## src/hdl/hdgs_pkg.sv

```systemverilog
package hdgs_pkg;

    // Default grid size
    localparam int unsigned ROWS_DEF = 64;
    localparam int unsigned COLS_DEF = 64;

    // Field widths
    localparam int unsigned TEMP_W  = 24;
    localparam int unsigned COEF_W  = 16;
    localparam int unsigned STEPS_W = 16;
    localparam int unsigned POS_W   = 6;
    localparam int unsigned CIDX_W  = 4;

    // Request actions
    localparam logic ACT_RUN  = 1'b0;
    localparam logic ACT_READ = 1'b1;

    // Result status
    localparam logic STAT_OK        = 1'b0;
    localparam logic STAT_NOT_READY = 1'b1;

    // Register indexes on the configuration port
    localparam logic [CIDX_W-1:0] REG_EDGE_LEFT   = 4'd0;
    localparam logic [CIDX_W-1:0] REG_EDGE_RIGHT  = 4'd1;
    localparam logic [CIDX_W-1:0] REG_EDGE_TOP    = 4'd2;
    localparam logic [CIDX_W-1:0] REG_EDGE_BOTTOM = 4'd3;
    localparam logic [CIDX_W-1:0] REG_INTERIOR    = 4'd4;
    localparam logic [CIDX_W-1:0] REG_COEF_X      = 4'd5;
    localparam logic [CIDX_W-1:0] REG_COEF_Y      = 4'd6;
    localparam logic [CIDX_W-1:0] REG_STEP_COUNT  = 4'd7;

    // Register reset values
    localparam logic [TEMP_W-1:0]  RST_EDGE_LEFT   = 24'd409600;
    localparam logic [TEMP_W-1:0]  RST_EDGE_RIGHT  = 24'd204800;
    localparam logic [TEMP_W-1:0]  RST_EDGE_TOP    = 24'd307200;
    localparam logic [TEMP_W-1:0]  RST_EDGE_BOTTOM = 24'd102400;
    localparam logic [TEMP_W-1:0]  RST_INTERIOR    = 24'd81920;
    localparam logic [COEF_W-1:0]  RST_COEF_X      = 16'd15735;
    localparam logic [COEF_W-1:0]  RST_COEF_Y      = 16'd15735;
    localparam logic [STEPS_W-1:0] RST_STEP_COUNT  = 16'd1000;

    // Five-point neighbourhood of one cell
    typedef struct packed {
        logic signed [TEMP_W-1:0] old;
        logic signed [TEMP_W-1:0] up;
        logic signed [TEMP_W-1:0] dn;
        logic signed [TEMP_W-1:0] lf;
        logic signed [TEMP_W-1:0] rt;
    } t_nbr;

endpackage

```

## src/hdl/hdgs_update.sv

```systemverilog
module hdgs_update (
    input  logic                               i_clk,
    input  hdgs_pkg::t_nbr                     i_nbr,
    input  logic [hdgs_pkg::COEF_W-1:0]        i_coef_x,
    input  logic [hdgs_pkg::COEF_W-1:0]        i_coef_y,
    output logic signed [hdgs_pkg::TEMP_W-1:0] o_value
);
    import hdgs_pkg::*;

    localparam int unsigned D_W   = TEMP_W + 2;
    localparam int unsigned P_W   = D_W + COEF_W + 1;
    localparam int unsigned S_W   = P_W + 1;
    localparam int unsigned Q_W   = S_W - 16;
    localparam int unsigned N_W   = Q_W + 1;

    logic signed [D_W-1:0]    dv, dh;
    logic signed [P_W-1:0]    r_px, r_py;
    logic signed [TEMP_W-1:0] r_old;
    logic signed [S_W-1:0]    sum;
    logic signed [N_W-1:0]    nv;
    logic signed [TEMP_W-1:0] r_value;
    logic signed [N_W-1:0]    q_max, q_min;

    // Second differences along each axis
    assign dv = D_W'(i_nbr.up) + D_W'(i_nbr.dn) - (D_W'(i_nbr.old) <<< 1);
    assign dh = D_W'(i_nbr.lf) + D_W'(i_nbr.rt) - (D_W'(i_nbr.old) <<< 1);

    // Stage 1: weight by the coefficients
    always_ff @(posedge i_clk) begin
        r_px  <= $signed({1'b0, i_coef_x}) * P_W'(dv);
        r_py  <= $signed({1'b0, i_coef_y}) * P_W'(dh);
        r_old <= i_nbr.old;
    end

    // Stage 2: floor by 2^16 (arithmetic shift), add, saturate
    assign sum   = S_W'(r_px) + S_W'(r_py);
    assign nv    = N_W'(sum >>> 16) + N_W'(r_old);
    assign q_max = N_W'({1'b0, {(TEMP_W-1){1'b1}}});
    assign q_min = -q_max - N_W'(1);

    always_ff @(posedge i_clk) begin
        if (nv > q_max) begin
            r_value <= q_max[TEMP_W-1:0];
        end else if (nv < q_min) begin
            r_value <= q_min[TEMP_W-1:0];
        end else begin
            r_value <= nv[TEMP_W-1:0];
        end
    end

    assign o_value = r_value;

endmodule

```

## config.mk

```make
export PLATFORM = sky130hd
export DESIGN_NAME = hdgs_update
export DESIGN_NICKNAME = d
export VERILOG_FILES = /design/src/hdl/hdgs_pkg.sv /design/src/hdl/hdgs_update.sv
export SDC_FILE = /design/constraint.sdc
export NUM_CORES = 2
export LEC_CHECK = 0
export ABC_AREA = 1
export BUFFER_PORTS_ARGS = -buffer_cell sky130_fd_sc_hd__buf_2
export CAP_MARGIN = 20
export CORE_MARGIN = 2
export CORE_UTILIZATION = 60
export CTS_BUF_LIST = sky130_fd_sc_hd__clkbuf_2
export DETAILED_ROUTE_END_ITERATION = 8
export HOLD_SLACK_MARGIN = 0.1
export PLACE_DENSITY = 0.78
export SETUP_SLACK_MARGIN = 0.15
export SYNTH_ARGS = -nofsm -noshare
export SYNTH_HDL_FRONTEND = slang
export SYNTH_SLANG_ARGS = --single-unit
```

## constraint.sdc

```tcl
create_clock -name i_clk -period 19.8 [get_ports i_clk]
set_input_delay 1.98 -clock i_clk [delete_from_list [all_inputs] [get_ports i_clk]]
set_output_delay 1.98 -clock i_clk [all_outputs]
set_load 0.01 [all_outputs]
```

[Word-level counts from Yosys, hierarchy flattened]
Cells that the tools add are included.
Cells by class
  multipliers: 2
  mux-type cells: 1
  magnitude comparators: 2
  add/sub/neg operators: 6
Operator list (number)
  multiplier 17 x 26 -> 43 bit: 2
  subtractor 25 x 25 -> 26 bit: 2
  adder 24 x 24 -> 25 bit: 2
  adder 43 x 43 -> 44 bit: 1
  adder 28 x 24 -> 29 bit: 1
  greater-than comparator 29 x 24 -> 1 bit, second input constant: 1
  less-than comparator 29 x 24 -> 1 bit, second input constant: 1
  2-to-1 mux 24 bit: 1
Word-level totals
  word-level logic and storage cells: 15
  bits of input ports: 153
  register bits after elaboration: 134
  output and inout port bits: 24

[Logic depth before layout (Yosys ltp)]
  depth after elaboration: 4
  gate-level depth with buffers: 41
  gate-level depth less buffers: 41

[Least setup slack after synthesis]
OpenSTA, ideal clock, no wires.
  path kind: in2reg
  from: input i_nbr[66] (netlist name)
  to: register r_px[38]
  path buffers: 0
  path slack: 10892 ps
  arrival time: 8837 ps
  required time: 19728 ps
  library setup time: 72 ps
  stages: 30
  cells stage by stage: inv_1 fa_1 inv_1 ha_1 a21oi_1 inv_1 a21oi_1 o211ai_1 a21oi_1 nand3_2 nand2_4 nor2_1 fa_1 inv_1 fa_1 inv_1 fa_1 fa_1 fa_1 inv_1 fa_1 inv_1 ha_1 nand2_1 nor2_1 inv_1 nor4_1 nand3_1 nand3_1 xor2_1
Between the ends
  longest elaborated chain between the ends: 3
RTL lines
  start: declaration: line hdgs_update.sv:3  | input hdgs_pkg::t_nbr i_nbr,
  adder 24 x 24 -> 25 bit: line hdgs_update.sv:25  | assign dv = D_W'(i_nbr.up) + D_W'(i_nbr.dn) - (D_W'(i_nbr.old) <<< 1);
  subtractor 25 x 25 -> 26 bit: line hdgs_update.sv:25
  multiplier 17 x 26 -> 43 bit: line hdgs_update.sv:30  | r_px <= $signed({1'b0, i_coef_x}) * P_W'(dv);
  end signal: assignment: line hdgs_update.sv:30
  end: declaration: line hdgs_update.sv:17  | logic signed [P_W-1:0] r_px, r_py;
No other way between the ends.
A chain may end at the register's enable or synchronous reset.

[Worst setup path after layout]
  from: input i_nbr[99] (netlist name)
  to: register r_px[27]
Between the ends
  longest elaborated chain between the ends: 2
RTL lines (line)
  subtractor 25 x 25 -> 26 bit: hdgs_update.sv:25
  multiplier 17 x 26 -> 43 bit: hdgs_update.sv:30
No other way between the ends.

==> impl_metrics.csv <==
group,metric,value,unit
outcome,status,"finished, final reports clean",
global_route,global_route_wire_length_before_repair,221000,µm
setup_path,critical_path.top_delay_family,"adder cells",
setup_path,reg2reg_to,"o_value[14]",
yosys,ys_seq_elements,134,
placement,placer_s_final_routability_congestion_estimate,1.05,
clock_tree,worst_setup_hold_path_clk_slew,240,ps
timing,finalHoldViolCount,0,
placement,place_hpwl,122000,µm
yosys,syn-cell-area,0.0428,mm²
worst_hold_path,min_delay_path_depth,3,
flow_run,cap_viol_max_count,0,
floorplan,die-height,271,µm
clock_tree,clock_sink_count,134,
worst_hold_path,hold_path.startpoint,"r_old[0]",
clock_tree,clk_root_buffer_cell,"clkbuf_2",
timing,final.setup.tns,0,ps
yosys,synth-edff-count,0,
layout,num-nets-final,6982,
yosys,synth_nets,6879,
yosys,synth-seq-area-share,0.0627,
routing,avgRoutedWirePerCell,21.5,µm
layout,final_layout_size_suffix_gt1_frac,0.0702,
timing,fmax,101,MHz
clock_tree,postCtsResizedCells,0,
timing,final_max_slew_viol_count,0,
global_route,grt_max_degree,26,
clock_tree,cts_buffers,17,
setup_path,rr_worst_depth,25,
timing,fin_skew,68.6,ps
timing,grt_setup_unrepaired,"no",
clock_tree,clock_tree.buffer_depth,2,
floorplan,floorplan.initialDensity,0.609,
global_route,grt_antenna_before_repair,6,
routing,vias,37200,
timing,final_setup_violation_count,0,
placement,port_buffers,176,
routing,wl,142000,µm
clock_tree,tritoncts_clock_tree,"done",
setup_path,crit_path_start_kind,"primary input",
routing,drc_errors,0,
layout,flow.area_growth_from_synthesis,4.63,%
setup_path,most_frequent_cp_cell,"fa_1",
timing,timing.slew.headroom,0.213,
worst_hold_path,holdCritPathClass,"flip-flop to flip-flop",
setup_path,worstReg2RegStart,"r_py[2]",
yosys,netlist-cell-type-count,62,
timing,fraction_of_the_cycle_the_final_worst_path_needs,0.499,
setup_path,timing_worst_setup_path_type,"primary input to flip-flop",
setup_path,reg2reg_slack,15250,ps
floorplan,die_width,271,µm
floorplan,placeableCoreArea,0.0703,mm²
routing,drt_pass1_iterations,9,
setup_path,worst-endpoint-required,20550,ps
routing,antenna_left,0,
yosys,synth_async_sr_flop_share,0,
yosys,dominantRegCellSynth,"dfxtp_1",
setup_path,worst_ep_arrival_time,10630,ps
setup_path,highest_delay_cell_along_the_critical_path,"xor2_2",
setup_path,critical_path.max_fanout,12,
floorplan,num_io_pins,177,
routing,avgViaCountPerCell,5.63,
timing,tightest_slew,1170,ps
setup_path,cp.buffers_inverters,7,
clock_tree,cts.hold.buffers_added,0,
setup_path,max_stage_delay,880,ps
yosys,count_of_warnings_emitted_by_yosys,0,
clock_tree,post_cts.repair.setup_buffers,0,
timing,period_minus_slack,9880,ps
global_route,via_count_of_the_first_global_routing_pass,38500,
clock_tree,h-tree-depth,4,
global_route,remaining_overflow_grt,0,
routing,detailedRoute.firstIterationViolations,3552,
yosys,syn_area_per_cell,7.73,µm²
setup_path,critPathCaptureType,"flip-flop",
worst_hold_path,worstHoldEndpoint,"o_value[0]",
yosys,syn_inst,5537,
floorplan,row_count,97,
global_route,gr-usage-all-layers,0.398,
clock_tree,clkLatencyLatePin,820,ps
floorplan,floorplan.die_area,0.0735,mm²
[final cells by class]
cell class              instances  area, µm²
multi-input cells            3772      33900
fillers                      6326      25500
inverters                    1513       5680
flip-flops and latches        134       2680
well taps                     940       1180
repair buffers                202       1080
clock inverters                15        161
clock buffers                  17       85.1
diodes                          5       12.5
[Yosys cell counts, drive strengths merged, types with 29 or more instances]
master | number | area (µm²)
a31oi | 38 | 238
or2 | 65 | 407
nor3 | 31 | 175
a21oi | 214 | 1100
inv | 1499 | 5630
nand3 | 265 | 1390
nand4 | 29 | 194
nand2 | 933 | 3620
fa | 859 | 17200
a21o | 32 | 248
xnor2 | 53 | 490
clkbuf | 81 | 304
buf | 37 | 250
o21bai | 30 | 240
dfxtp | 134 | 2680
xor2 | 102 | 935
ha | 330 | 4130
o21ai | 127 | 669
nor2 | 595 | 2280
[sequential cells by signal, summed over array words and instances (netlist names)]
| name | count |
|---|---|
| r_old | 24 |
| o_value | 24 |
| r_py | 43 |
| r_px | 43 |
[per-stage QoR]
stage	instances	setup WS, ps	utilization	cell area, µm²	hold slack [ps]
after floorplan	5537	10890	-	42800	519
after global placement	6560	9370	0.633	44500	551
after detailed placement	6560	9310	0.633	44500	543
after CTS	6592	10200	0.637	44700	590
after global routing	6594	9570	0.637	44700	642
final	6598	9920	0.637	44800	585
[logic make-up (layout without fill, tap and decap cells)]
family / count (synthesis) / after routing / synth area share
AOI/OAI and AO/OA: 487 / 487 / 0.0674
xor gates and xnor gates: 155 / 155 / 0.0333
and+or+nand+nor: 1941 / 1941 / 0.192
other: 0 / 5 / 0
buffers and inverters: 1631 / 1747 / 0.146
DFF: 134 / 134 / 0.0627
adders and majority gates: 1189 / 1189 / 0.498
[how the worst max path moves through the flow]
stage | depth (start not counted) | start | end | slack, ps
3_5_place_dp | 33 | i_nbr[99] | r_px[40] | 9310
4_1_cts | 30 | i_nbr[2] | r_py[41] | 10200
3_3_place_gp | 29 | i_nbr[2] | r_py[41] | 9370
6_report | 31 | i_nbr[99] | r_px[27] | 9920
5_1_grt | 30 | i_nbr[2] | r_py[37] | 9570
2_1_floorplan | 30 | i_nbr[66] | r_px[38] | 10890
[metal layers]
| metal | GRT usage | vias to the layer above | wire [µm] | share of wire |
|---|---|---|---|---|
| met3 | 0.137 | 398 | 20000 | 0.14 |
| met5 | 0 | - | 41 | 0.00029 |
| met1 | 0.550 | 17900 | 56600 | 0.40 |
| met4 | 0.116 | 6 | 5070 | 0.036 |
| li1 | - | 16600 | - | - |
| met2 | 0.595 | 2254 | 59900 | 0.42 |
[worst reg2reg max path, stage by stage, from the launching register on]
cell	delay [ps]
dfxtp_1	410
ha_1	360
nand2_1	100
o21ai_0	340
nand2_1	90
nand2_1	170
a21oi_1	140
o21ai_0	280
nand2_1	80
nand2_1	140
xor2_1	330
inv_1	110
fa_1	420
inv_1	120
nand3_1	90
nand3_2	90
nand2_1	70
nand2_2	110
nand2_1	70
nand2_2	100
nand3b_1	110
nand2_1	120
nand2_1	70
o21ai_2	110
o21bai_4	310
nand2_1	120
[layout by cell type (no fill, tap or decap), types with 12 or more instances in the layout]
cell type / count
a21o_1: 31
buf_4: 25
a31oi_1: 38
or2_2: 48
ha_1: 330
nand2_2: 25
xor2_1: 96
nand2_1: 902
nor2_1: 576
inv_2: 12
nor3_1: 27
nand3_1: 253
or2_1: 17
inv_1: 1487
clkbuf_2: 17
o21ai_0: 110
buf_2: 176
clkinv_1: 14
nor2_2: 19
dfxtp_1: 134
fa_1: 859
xnor2_1: 50
o21bai_1: 28
a21oi_1: 207
nand4_1: 27
nand3_2: 12
Power is not shown: default switching activity piles up to over one toggle a cycle in this logic, so the estimate is an artifact.
